$ cat src/rtl/pde_pkg.sv
`timescale 1ns / 1ps
`default_nettype none
package pde_pkg;

  localparam int DRIFT_FRAC_BITS = 30;
  localparam int TIMER_WIDTH     = 24;
  localparam int FLIP_W          = 24;
  localparam int DIV_W           = 64;
  localparam int DIV_CNT_W       = $clog2(DIV_W);
  localparam int ACC_W           = 50;
  localparam int PROD_W          = 49;

  localparam logic [31:0] DRIFT_ONE = 32'(64'd1 << DRIFT_FRAC_BITS);
  localparam logic [TIMER_WIDTH-1:0] TIMER_MAX = {TIMER_WIDTH{1'b1}};
  localparam logic [16:0] W_FULL     = 17'h10000;
  localparam logic [ACC_W-1:0] ROUND_HALF = ACC_W'(32768);

  // register map, index = paddr[4:2]
  localparam logic [2:0] REG_PULSES_PER_SYNC = 3'd0;
  localparam logic [2:0] REG_SOURCE_PERIOD   = 3'd1;
  localparam logic [2:0] REG_FLIP_HALF       = 3'd2;
  localparam logic [2:0] REG_ALPHA           = 3'd3;
  localparam logic [2:0] REG_BETA            = 3'd4;

  localparam logic [7:0]  RST_PULSES_PER_SYNC = 8'd10;
  localparam logic [23:0] RST_SOURCE_PERIOD   = 24'd1000000;
  localparam logic [23:0] RST_FLIP_HALF       = 24'd500000;
  localparam logic [16:0] RST_ALPHA           = 17'd19661;
  localparam logic [16:0] RST_BETA            = 17'd13107;
  localparam logic [TIMER_WIDTH-1:0] RST_INTERVAL = TIMER_WIDTH'(500000);

  localparam logic KIND_PPS  = 1'b0;
  localparam logic KIND_TICK = 1'b1;

  typedef enum logic [4:0] {
    ST_IDLE,
    ST_DECIDE,
    ST_DEN,
    ST_INST_LD,
    ST_INST_DIV,
    ST_INST,
    ST_B1A,
    ST_B1B,
    ST_B1C,
    ST_B1D,
    ST_B2A,
    ST_B2B,
    ST_B2C,
    ST_B2D,
    ST_IV_LD,
    ST_IV_DIV,
    ST_IV_END,
    ST_EMIT
  } state_t;

  typedef enum logic {
    MUL_NEW,
    MUL_OLD
  } mul_sel_t;

  typedef enum logic {
    DIV_INST,
    DIV_IVAL
  } div_src_t;

  typedef struct packed {
    logic     load_item;
    logic     tick_step;
    logic     phase_adv;
    logic     sync_done;
    logic     den_mul;
    logic     div_load;
    div_src_t div_src;
    logic     div_step;
    logic     inst_load;
    logic     mul_go;
    mul_sel_t mul_sel;
    logic     w_beta;
    logic     acc_init;
    logic     acc_add;
    logic     smooth_load;
    logic     drift_load;
    logic     iv_load;
    logic     out_load;
  } dp_cmd_t;

  typedef struct packed {
    logic is_tick;
    logic sync;
    logic first_after_sync;
    logic div_last;
    logic out_free;
  } dp_status_t;

endpackage
`default_nettype wire

$ cat src/rtl/pde_ctrl.sv
`timescale 1ns / 1ps
`default_nettype none
module pde_ctrl (
  input  wire                  clk,
  input  wire                  rst,
  input  wire                  in_valid,
  output logic                 in_ready,
  input  pde_pkg::dp_status_t  status,
  output pde_pkg::dp_cmd_t     cmd
);
  import pde_pkg::*;

  state_t state;
  state_t state_next;

  always_ff @(posedge clk) begin
    if (rst) begin
      state <= ST_IDLE;
    end else begin
      state <= state_next;
    end
  end

  always_comb begin
    state_next = state;
    case (state)
      ST_IDLE:     if (in_valid) state_next = ST_DECIDE;
      ST_DECIDE: begin
        if (status.is_tick) begin
          state_next = ST_EMIT;
        end else if (status.sync) begin
          state_next = ST_DEN;
        end else if (status.first_after_sync) begin
          state_next = ST_IV_LD;
        end else begin
          state_next = ST_EMIT;
        end
      end
      ST_DEN:      state_next = ST_INST_LD;
      ST_INST_LD:  state_next = ST_INST_DIV;
      ST_INST_DIV: if (status.div_last) state_next = ST_INST;
      ST_INST:     state_next = ST_B1A;
      ST_B1A:      state_next = ST_B1B;
      ST_B1B:      state_next = ST_B1C;
      ST_B1C:      state_next = ST_B1D;
      ST_B1D:      state_next = ST_B2A;
      ST_B2A:      state_next = ST_B2B;
      ST_B2B:      state_next = ST_B2C;
      ST_B2C:      state_next = ST_B2D;
      ST_B2D:      state_next = ST_EMIT;
      ST_IV_LD:    state_next = ST_IV_DIV;
      ST_IV_DIV:   if (status.div_last) state_next = ST_IV_END;
      ST_IV_END:   state_next = ST_EMIT;
      ST_EMIT:     if (status.out_free) state_next = ST_IDLE;
      default:     state_next = ST_IDLE;
    endcase
  end

  always_comb begin
    cmd      = '0;
    in_ready = 1'b0;
    case (state)
      ST_IDLE: begin
        // nothing is taken while reset is held
        in_ready      = !rst;
        cmd.load_item = in_valid && !rst;
      end
      ST_DECIDE: begin
        cmd.tick_step = status.is_tick;
        cmd.phase_adv = !status.is_tick && !status.sync;
      end
      ST_DEN: cmd.den_mul = 1'b1;
      ST_INST_LD: begin
        cmd.div_load = 1'b1;
        cmd.div_src  = DIV_INST;
      end
      ST_INST_DIV: cmd.div_step = 1'b1;
      ST_INST:     cmd.inst_load = 1'b1;
      ST_B1A: begin
        cmd.mul_go   = 1'b1;
        cmd.mul_sel  = MUL_NEW;
        cmd.acc_init = 1'b1;
      end
      ST_B1B: begin
        cmd.mul_go  = 1'b1;
        cmd.mul_sel = MUL_OLD;
        cmd.acc_add = 1'b1;
      end
      ST_B1C: cmd.acc_add = 1'b1;
      ST_B1D: cmd.smooth_load = 1'b1;
      ST_B2A: begin
        cmd.mul_go   = 1'b1;
        cmd.mul_sel  = MUL_NEW;
        cmd.w_beta   = 1'b1;
        cmd.acc_init = 1'b1;
      end
      ST_B2B: begin
        cmd.mul_go  = 1'b1;
        cmd.mul_sel = MUL_OLD;
        cmd.w_beta  = 1'b1;
        cmd.acc_add = 1'b1;
      end
      ST_B2C: cmd.acc_add = 1'b1;
      ST_B2D: begin
        cmd.drift_load = 1'b1;
        cmd.sync_done  = 1'b1;
      end
      ST_IV_LD: begin
        cmd.div_load = 1'b1;
        cmd.div_src  = DIV_IVAL;
      end
      ST_IV_DIV: cmd.div_step = 1'b1;
      ST_IV_END: cmd.iv_load = 1'b1;
      ST_EMIT:   cmd.out_load = status.out_free;
      default: begin
        cmd      = '0;
        in_ready = 1'b0;
      end
    endcase
  end

endmodule
`default_nettype wire

$ cat src/rtl/pde_dp.sv
`timescale 1ns / 1ps
`default_nettype none
module pde_dp (
  input  wire                  clk,
  input  wire                  rst,
  input  pde_pkg::dp_cmd_t     cmd,
  output pde_pkg::dp_status_t  status,
  input  wire  [7:0]           pulses_per_sync,
  input  wire  [23:0]          source_period_us,
  input  wire  [23:0]          flip_half_period_us,
  input  wire  [16:0]          alpha_q16,
  input  wire  [16:0]          beta_q16,
  input  wire  [31:0]          in_time,
  input  wire                  in_kind,
  input  wire                  out_ready,
  output logic                 out_valid,
  output logic [63:0]          out_data,
  output logic                 out_user
);
  import pde_pkg::*;

  // item and persistent state
  logic                   kind;
  logic [31:0]            now;
  logic [7:0]             pulse_phase;
  logic [31:0]            last_local_time;
  logic [31:0]            smoothed_drift;
  logic [31:0]            drift_estimate;
  logic [TIMER_WIDTH-1:0] toggle_interval;
  logic [TIMER_WIDTH-1:0] tick_count;
  logic                   led_state;
  logic                   synced;

  // working registers
  logic [31:0]            den;
  logic [31:0]            divisor;
  logic [DIV_W-1:0]       dq;
  logic [31:0]            rem;
  logic [DIV_CNT_W-1:0]   div_cnt;
  logic [31:0]            inst;
  logic [PROD_W-1:0]      prod;
  logic [ACC_W-1:0]       acc;

  logic [8:0]             phase_inc;
  logic [TIMER_WIDTH-1:0] tick_inc;
  logic [32:0]            trial;
  logic [31:0]            elapsed;
  logic [DIV_W-1:0]       dividend;
  logic [16:0]            w_raw;
  logic [16:0]            w_clip;
  logic [31:0]            mul_x;
  logic [16:0]            mul_w;
  logic [31:0]            blend_res;
  logic [TIMER_WIDTH-1:0] iv_res;

  assign phase_inc = {1'b0, pulse_phase} + 9'd1;
  assign tick_inc  = tick_count + TIMER_WIDTH'(1);
  assign elapsed   = now - last_local_time;
  assign trial     = {rem, dq[DIV_W-1]} - {1'b0, divisor};

  always_comb begin
    if (cmd.div_src == DIV_INST) begin
      dividend = (DIV_W'(elapsed) << DRIFT_FRAC_BITS) + DIV_W'(den[31:1]);
    end else begin
      dividend = (DIV_W'(flip_half_period_us) << DRIFT_FRAC_BITS)
               + DIV_W'(drift_estimate[31:1]);
    end
  end

  // Q1.16 weight, anything above 1.0 counts as 1.0
  assign w_raw  = cmd.w_beta ? beta_q16 : alpha_q16;
  assign w_clip = (w_raw > W_FULL) ? W_FULL : w_raw;
  assign mul_x  = (cmd.mul_sel == MUL_NEW) ? inst : smoothed_drift;
  assign mul_w  = (cmd.mul_sel == MUL_NEW) ? w_clip : (W_FULL - w_clip);

  assign blend_res = (|acc[ACC_W-1:48]) ? 32'hFFFF_FFFF : acc[47:16];

  always_comb begin
    if (drift_estimate == 32'd0 || dq > DIV_W'(TIMER_MAX)) begin
      iv_res = TIMER_MAX;
    end else if (dq == '0) begin
      iv_res = TIMER_WIDTH'(1);
    end else begin
      iv_res = dq[TIMER_WIDTH-1:0];
    end
  end

  assign status.is_tick          = (kind == KIND_TICK);
  assign status.sync             = (phase_inc >= {1'b0, pulses_per_sync});
  assign status.first_after_sync = (pulse_phase == 8'd0);
  assign status.div_last         = (div_cnt == '0);
  assign status.out_free         = !out_valid || out_ready;

  always_ff @(posedge clk) begin
    if (rst) begin
      pulse_phase     <= '0;
      last_local_time <= '0;
      smoothed_drift  <= DRIFT_ONE;
      drift_estimate  <= DRIFT_ONE;
      toggle_interval <= RST_INTERVAL;
      tick_count      <= '0;
      led_state       <= 1'b0;
      out_valid       <= 1'b0;
    end else begin
      if (cmd.tick_step) begin
        if (tick_inc >= toggle_interval) begin
          led_state  <= !led_state;
          tick_count <= '0;
        end else begin
          tick_count <= tick_inc;
        end
      end
      if (cmd.phase_adv) pulse_phase <= phase_inc[7:0];
      if (cmd.sync_done) begin
        pulse_phase     <= '0;
        last_local_time <= now;
      end
      if (cmd.smooth_load) smoothed_drift <= blend_res;
      if (cmd.drift_load)  drift_estimate <= blend_res;
      if (cmd.iv_load) begin
        // timer restart on the pulse after a sync
        toggle_interval <= iv_res;
        tick_count      <= '0;
        led_state       <= 1'b0;
      end
      if (cmd.out_load) begin
        out_valid <= 1'b1;
      end else if (out_ready) begin
        out_valid <= 1'b0;
      end
    end
  end

  always_ff @(posedge clk) begin
    if (cmd.load_item) begin
      kind   <= in_kind;
      now    <= in_time;
      synced <= 1'b0;
    end
    if (cmd.sync_done) synced <= 1'b1;
    if (cmd.den_mul) den <= 32'(pulses_per_sync) * 32'(source_period_us);
    if (cmd.div_load) begin
      dq      <= dividend;
      rem     <= '0;
      div_cnt <= DIV_CNT_W'(DIV_W - 1);
      divisor <= (cmd.div_src == DIV_INST) ? den : drift_estimate;
    end else if (cmd.div_step) begin
      // restoring division, one quotient bit a cycle
      if (!trial[32]) begin
        rem <= trial[31:0];
      end else begin
        rem <= {rem[30:0], dq[DIV_W-1]};
      end
      dq      <= {dq[DIV_W-2:0], !trial[32]};
      div_cnt <= div_cnt - DIV_CNT_W'(1);
    end
    if (cmd.inst_load) begin
      if (den == 32'd0 || (|dq[DIV_W-1:32])) begin
        inst <= 32'hFFFF_FFFF;
      end else begin
        inst <= dq[31:0];
      end
    end
    if (cmd.mul_go) prod <= PROD_W'(mul_x) * PROD_W'(mul_w);
    if (cmd.acc_init) begin
      acc <= ROUND_HALF;
    end else if (cmd.acc_add) begin
      acc <= acc + ACC_W'(prod);
    end
    if (cmd.out_load) begin
      out_data <= {7'd0, toggle_interval[FLIP_W-1:0], drift_estimate, led_state};
      out_user <= synced;
    end
  end

endmodule
`default_nettype wire

$ cat src/rtl/pps_drift_estimator_blinker.sv
// PPS-disciplined LED blinker with drift estimate.
// Input stream: s_tdata carries the local microsecond time of a PPS falling
// edge, s_tuser the item kind (0 = PPS edge, 1 = microsecond tick).
// Output stream: one transaction per input item with the LED level, the
// current drift (unsigned Q2.30) and the corrected toggle interval;
// m_tuser is high when that item updated the drift.
// Registers sit on an APB port: pulses per sync, source period, nominal
// half period, alpha and beta weights (Q1.16). Write only while idle.
// Timing: an input is taken in the idle state; a tick or an ordinary pulse
// passes through the decide and emit states before its result is registered.
// The drift update on a sync pulse and the interval recompute on the pulse
// after it both run through the 64-step serial divider; the two blends share
// one 32x17 multiplier. Items are processed one at a time.
// A finished result waits in the output register while the next item is
// taken; if the receiver stalls, the block holds its next result until the
// register drains. Reset (synchronous) restores the register defaults,
// drift 1.0, interval 500000 us and LED low; no output is pending after it.
`timescale 1ns / 1ps
`default_nettype none
module pps_drift_estimator_blinker (
  input  wire         clk,
  input  wire         rst,
  input  wire         s_tvalid,
  output logic        s_tready,
  input  wire  [31:0] s_tdata,   // [31:0] local_time_us
  input  wire         s_tuser,   // [0] kind
  output logic        m_tvalid,
  input  wire         m_tready,
  output logic [63:0] m_tdata,   // [0] led_level, [32:1] drift_q30, [56:33] flip_period_us
  output logic        m_tuser,   // [0] sync_updated
  input  wire         psel,
  input  wire         penable,
  input  wire         pwrite,
  input  wire  [4:0]  paddr,
  input  wire  [31:0] pwdata,
  output logic [31:0] prdata,
  output logic        pready
);
  import pde_pkg::*;

  logic [7:0]  pulses_per_sync;
  logic [23:0] source_period_us;
  logic [23:0] flip_half_period_us;
  logic [16:0] alpha_q16;
  logic [16:0] beta_q16;
  logic [2:0]  reg_idx;
  logic        wr_en;

  dp_cmd_t    cmd;
  dp_status_t status;

  assign pready  = 1'b1;
  assign reg_idx = paddr[4:2];
  assign wr_en   = psel && penable && pwrite && pready;

  always_ff @(posedge clk) begin
    if (rst) begin
      pulses_per_sync     <= RST_PULSES_PER_SYNC;
      source_period_us    <= RST_SOURCE_PERIOD;
      flip_half_period_us <= RST_FLIP_HALF;
      alpha_q16           <= RST_ALPHA;
      beta_q16            <= RST_BETA;
    end else if (wr_en) begin
      case (reg_idx)
        REG_PULSES_PER_SYNC: pulses_per_sync     <= pwdata[7:0];
        REG_SOURCE_PERIOD:   source_period_us    <= pwdata[23:0];
        REG_FLIP_HALF:       flip_half_period_us <= pwdata[23:0];
        REG_ALPHA:           alpha_q16           <= pwdata[16:0];
        REG_BETA:            beta_q16            <= pwdata[16:0];
        default: ;
      endcase
    end
  end

  always_comb begin
    case (reg_idx)
      REG_PULSES_PER_SYNC: prdata = {24'd0, pulses_per_sync};
      REG_SOURCE_PERIOD:   prdata = {8'd0, source_period_us};
      REG_FLIP_HALF:       prdata = {8'd0, flip_half_period_us};
      REG_ALPHA:           prdata = {15'd0, alpha_q16};
      REG_BETA:            prdata = {15'd0, beta_q16};
      default:             prdata = 32'd0;
    endcase
  end

  pde_ctrl u_ctrl (
    .clk      (clk),
    .rst      (rst),
    .in_valid (s_tvalid),
    .in_ready (s_tready),
    .status   (status),
    .cmd      (cmd)
  );

  pde_dp u_dp (
    .clk                 (clk),
    .rst                 (rst),
    .cmd                 (cmd),
    .status              (status),
    .pulses_per_sync     (pulses_per_sync),
    .source_period_us    (source_period_us),
    .flip_half_period_us (flip_half_period_us),
    .alpha_q16           (alpha_q16),
    .beta_q16            (beta_q16),
    .in_time             (s_tdata),
    .in_kind             (s_tuser),
    .out_ready           (m_tready),
    .out_valid           (m_tvalid),
    .out_data            (m_tdata),
    .out_user            (m_tuser)
  );

endmodule
`default_nettype wire

$ cat config.mk
export PLATFORM = sky130hd
export DESIGN_NAME = pps_drift_estimator_blinker
export DESIGN_NICKNAME = d
export VERILOG_FILES = /design/src/rtl/pde_pkg.sv /design/src/rtl/pde_ctrl.sv /design/src/rtl/pde_dp.sv /design/src/rtl/pps_drift_estimator_blinker.sv
export SDC_FILE = /design/constraint.sdc
export NUM_CORES = 2
export LEC_CHECK = 0
export ABC_AREA = 1
export BUFFER_PORTS_ARGS = -buffer_cell sky130_fd_sc_hd__buf_2
export CAP_MARGIN = 15
export CORE_ASPECT_RATIO = 0.5
export CORE_MARGIN = 1
export CORE_UTILIZATION = 51
export DETAILED_ROUTE_END_ITERATION = 12
export GPL_TIMING_DRIVEN = 0
export PLACE_DENSITY = 0.67
export SLEW_MARGIN = 0
export SYNTH_ARGS = -nofsm -noshare
export SYNTH_HDL_FRONTEND = slang
export SYNTH_SLANG_ARGS = --single-unit
export TNS_END_PERCENT = 10
$ cat constraint.sdc
create_clock -name clk -period 9.9 [get_ports clk]
set_input_delay 1.485 -clock clk [delete_from_list [all_inputs] [get_ports clk]]
set_output_delay 1.485 -clock clk [all_outputs]
set_load 0.01 [all_outputs]
* Word-level counts from Yosys, hierarchy flattened
Index checks and enable logic that the tools add are counted.
** Word-level totals
- Register bits after elaboration :: 638
- Input port bits :: 77
- Output and inout port bits :: 100
- Word-level logic and storage cells :: 145
** Operators by class
- Add/sub/neg operators :: 9
- Multiply operators :: 2
- $lt $le $gt $ge :: 4
- Equal/unequal tests :: 25
- Multiplexer cells :: 39
- Reductions and logical operators :: 39
** Operators by type and width (number)
- $mux 32 :: 4
- $mux 64 :: 2
- $pmux 24 s5 :: 1
- $pmux 5 s17 :: 1
- $mux 24 :: 3
- $gt 64x24->1 const B :: 1
- $logic_not 32->1 :: 2
- $logic_not 64->1 :: 1
- $add 62x31->63 :: 1
- $mux 63 :: 1
- $add 54x31->55 :: 1
- $mux 17 :: 3
- $add 50x49->50 :: 1
- $mul 32x17->49 :: 1
- $eq 5x4->1 const B :: 8
- $mux 5 :: 7
- $sub 33x32->33 :: 1
- $mul 8x24->32 :: 1
- $reduce_or 32->1 :: 1
- $sub 32x32->32 :: 1
- $add 24x1->24 const B :: 1
- $ge 24x24->1 :: 1
- $eq 5x3->1 const B :: 4
- $gt 17x17->1 const B :: 1
- 27 further kinds :: 69

* Longest topological paths before layout
- Depth after elaboration :: 9
- Depth in mapped cells :: 48
- Gate-level depth less buffers :: 43

* Modules after synthesis
A second synthesis with hierarchy kept.
** Unflattened totals
- Cells, all modules :: 8153
- Area, all modules :: 60812.1 µm²
** Modules (own cells, without submodules)
- pde_dp :: times used 1, cells an instance 7343, area each 55861.1 µm²
- pps_drift_estimator_blinker :: times used 1, cells an instance 700, area each 4377.9 µm²
- pde_ctrl :: times used 1, cells an instance 110, area each 573.0 µm²

* Worst setup path before layout
No wires, ideal clock.
- Path kind :: register to register
- Start :: register u_ctrl.state[3]
- End :: register u_dp.prod[43], data pin
- Library setup time :: 265 ps
- Data arrival time :: 7483 ps
- Data required time :: 9635 ps
- Slack :: 2152 ps
- Stages on the path, launching flop included :: 46
- Buffers on the path :: 6
- Clock period less this slack :: 7748 ps
- Path through :: dfxtp_1 > buf_4 > inv_2 > nor2_4 > nand2_4 > buf_6 > nand2_1 > nand2_2 > nor2_1 > nand2_1 > nor2_1 > nand2_1 > nand2_2 > buf_6 > buf_4 > nand2_1 > ha_1 > nand2_1 > (+10 left out) > fa_1 > fa_1 > fa_1 > inv_1 > fa_1 > inv_1 > ha_1 > a21oi_1 > inv_1 > a21oi_1 > o21ai_0 > nand2_1 > nand3_1 > a21oi_1 > inv_1 > a21oi_1 > o21ai_0 > xor2_1
** On the way
- Longest elaborated chain between the ends :: 9
** Ends and longest elaborated chain
- start, declared :: line pde_ctrl.sv:13 : state_t state;
- start signal, assigned :: line pde_ctrl.sv:20 : state <= state_next;
- $eq 5x4->1 :: line pde_ctrl.sv:62 : case (state)
- $reduce_or 2->1 (no line)
- $mux 1 :: line pde_ctrl.sv:62
- $mux 17 :: line pde_dp.sv:71 : assign w_raw = cmd.w_beta ? beta_q16 : alpha_q16;
- $gt 17x17->1 :: line pde_dp.sv:72 : assign w_clip = (w_raw > W_FULL) ? W_FULL : w_raw;
- $mux 17 :: line pde_dp.sv:72
- $sub 17x17->17 :: line pde_dp.sv:74 : assign mul_w = (cmd.mul_sel == MUL_NEW) ? w_clip : (W_FULL - w_clip);
- $mux 17 :: line pde_dp.sv:74
- $mul 32x17->49 (*) :: line pde_dp.sv:164 : if (cmd.mul_go) prod <= PROD_W'(mul_x) * PROD_W'(mul_w);
- end signal, assigned :: line pde_dp.sv:164
- end, declared :: line pde_dp.sv:41 : logic [PROD_W-1:0] prod;
Mark *: on every way between the ends. The rest lies on a longest branch, timed or not.
A chain may end at the register's enable or synchronous reset.

* Worst setup path after layout
- Start :: register u_ctrl.state[1]
- End :: register u_dp.prod[43], data pin
Same word-level chain as after synthesis.

==> out/qor.yml <==
cts:
  clkTransAtPathRegs_ns: 0.07
  numCtsBuffers: 60
  clockBufferDepth: 3
  clk_root_buffer_cell: "clkbuf_16"
  postCtsSetupBuffers: 0
  cts_hold_buf: 0
  clock_latency_ns: 0.68
  clock_sinks: 638
  cts_max_level: 2
  tritoncts: "done"
yosys:
  yosys_warnings: 0
  avgSynthCellArea_um2: 7.57
  synthCells: 7864
  synth.area.top_cells: "fa_1, edfxtp_1, nand2_1"
  synth_flop_cell: "dfxtp_1"
  ys_ff_latch: 638
  syn_area_um2: 59600
  yosysSeqAreaShare: 0.265
  synth-edff-count: 300
  synth-async-reset-ratio: 0
  synth_top_area_share: 0.196
  synth.distinct_cells: 64
  synth_top_area_cell: "fa_1"
placement:
  port_buffers: 149
  dp.cells: 9568
  place_congestion: 1.03
  hpwl_mm: 159
  pre_cts_slack_ns: 0.111
layout:
  multi_input_area_um2: 36500
  fin_cells: 9690
  final_nets: 9094
  final_common_cell: "nand2_1"
  layout_common_cells: "nand2_1, inv_1, nor2_1, fa_1, a21oi_1"
  register_area_um2: 15800
  synthToLayoutAreaGrowth_pct: 8.53
  utilization: 0.560
  n_fill_cell: 11100
  drive_gt1_frac: 0.0589
setup_path:
  end_kind: "register"
  worst_path_max_delay_cell: "fa_1"
  worstSetupPathType: "register to register"
  rr_worst_depth: 44
  rr_endpoint: "u_dp.prod[43]"
  reg2reg_slack_ns: 0.36
  reg2reg_from: "u_ctrl.state[1]"
  cp_data_required_time_ns: 10.31
  critPathTopFamily: "adder cells"
  start_kind: "register"
  crit_top_cell: "nand2_1"
  worst-path-stages: 44
  path_buf_inv: 12
  worstPathMaxFanout: 10
  max_stage_delay_ns: 0.62
  critPathArrivalTime_ns: 9.95
global_route:
  use_met3: 0.0699
  overflow: 0
  grt_max_degree: 65
  grtUsageMet1: 0.465
  grt_usage: 0.328
  grtUsageMet2: 0.500
  grt_pass1_vias: 50000
  grt_first_pass_wirelength_mm: 296
  grt_antenna_before_repair: 6
  busiest_layer: "met2"
timing:
  worst_slew_pin_slew_ns: 1.29
  layout_worst_path_cycle_share: 0.963
  slew_violations: 0
  finalCriticalPeriod_ns: 9.54
  layout_setup_ws_ns: 0.362
  fin_skew_ns: 0.0226
  max_freq_mhz: 105
  slew_headroom: 0.128
  setup_violations: 0
  hold_viol_final: 0
min_path:
  min_path_cells: 2
  holdPathEnd: "u_dp.smoothed_drift[16]"
  hold_path.class: "register to register"
  hp-start: "u_dp.smoothed_drift[16]"
drt:
  drc: 0
  drtIter0Drc: 5746
  via_count: 53300
  first_pass_iters: 6
  viasPerCell: 5.50
  wl_per_cell_um: 20.2
  finalWirelength_mm: 196
  ant_nets: 0
floorplan:
  rows: 88
  dieArea_um2: 118000
  chipHeight_um: 244
  ios: 177
  initial_utilization: 0.516
  core_area_um2: 116000
  fp.dieW_um: 485
run_status:
  status: "completed"
job:
  drv_cap: 0
[flip-flops by register name (all words and copies together), names as in the netlist, 32 cells and up]
register / count
u_dp.divisor: 32
u_dp.prod: 49
u_dp.rem: 32
u_dp.acc: 50
u_dp.out_data: 57
u_dp.den: 32
u_dp.now: 32
u_dp.last_local_time: 32
u_dp.smoothed_drift: 32
u_dp.inst: 32
u_dp.dq: 64
u_dp.drift_estimate: 32
[final cells by class]
cell class / count / area share
Clock inverter: 42 / 0.00737
Inverter: 1608 / 0.0934
Tap cell: 1530 / 0.0296
Buffer: 288 / 0.0210
Timing Repair Buffer: 164 / 0.0142
Antenna cell: 4 / 0.000155
Sequential cell: 638 / 0.244
Clock buffer: 72 / 0.0253
Multi-Input combinational cell: 5344 / 0.565
[cells in the mapped netlist (7+ instances only)]
cell,number
a21o_1,22
a21oi_1,500
a31oi_1,62
buf_1,13
buf_2,24
buf_4,31
buf_6,17
clkbuf_1,203
clkinv_1,7
dfxtp_1,338
edfxtp_1,300
fa_1,584
ha_1,329
inv_1,1590
inv_2,11
nand2_1,1844
nand2_2,19
nand3_1,288
nand3b_1,15
nand4_1,61
nor2_1,608
nor3_1,57
nor4_1,47
o2111ai_1,13
o211ai_1,25
o21a_1,20
o21ai_0,477
o21ai_1,19
o21bai_1,38
or2_2,61
xnor2_1,56
xor2_1,103
[worst max-delay path by stage]
stage / end / start / slack (ns)
floorplan: u_dp.prod[43] / u_ctrl.state[3] / 2.15
CTS: u_dp.prod[43] / u_ctrl.state[1] / 0.08
detailed placement: u_dp.prod[43] / u_ctrl.state[3] / 0.11
finish: u_dp.prod[43] / u_ctrl.state[1] / 0.36
global placement: u_dp.prod[43] / u_ctrl.state[3] / 0.1
global route: u_dp.prod[43] / u_ctrl.state[1] / -0.007
[logic make-up after synthesis]
group	Yosys count	share of synthesized area
AO/OA/AOI/OAI	1225	0.112
XOR/XNOR	159	0.0234
adder cells (fa/ha/maj)	913	0.265
buffers and inverters	1896	0.124
flip-flops	638	0.265
other	2	0.000126
AND/OR/NAND/NOR	3031	0.210
[timing repair]
| action | 4_1_cts | 5_1_grt |
|---|---|---|
| endpoints found under the hold margin | 0 | 0 |
| endpoints found under the setup margin | 0 | 21 |
| gates resized for setup | 0 | 7 |
[metal layers]
layer,part of all wire,up-vias,routed length [um]
met1,0.43,25400,84100
li1,-,25000,-
met3,0.10,371,20400
met4,0.035,8,6790
met5,0.00068,-,133
met2,0.43,2491,84400
[stage by stage]
| stage | area (um^2) | TNS (ns) | hold WS [ns] |
|---|---|---|---|
| after floorplan | 59600 | 0 | 0.402 |
| after global placement | 62300 | 0 | 0.418 |
| after detailed placement | 62500 | 0 | 0.427 |
| after CTS | 64600 | 0 | 0.446 |
| after global routing | 64600 | -0.00678 | 0.466 |
| final | 64600 | 0 | 0.449 |
[worst reg2reg max path, delay by kind of cell (launching register included)]
kind                     cells  cell delay (ns)
adder cells (fa/ha/maj)      8             3.90
AND/OR/NAND/NOR             16             1.92
buffers and inverters       12             1.46
AO/OA/AOI/OAI                7             1.43
flip-flops                   1             0.39
XOR/XNOR                     1             0.17
Power is not shown: default switching activity piles up to over one toggle a cycle in this logic, so the estimate is an artifact.
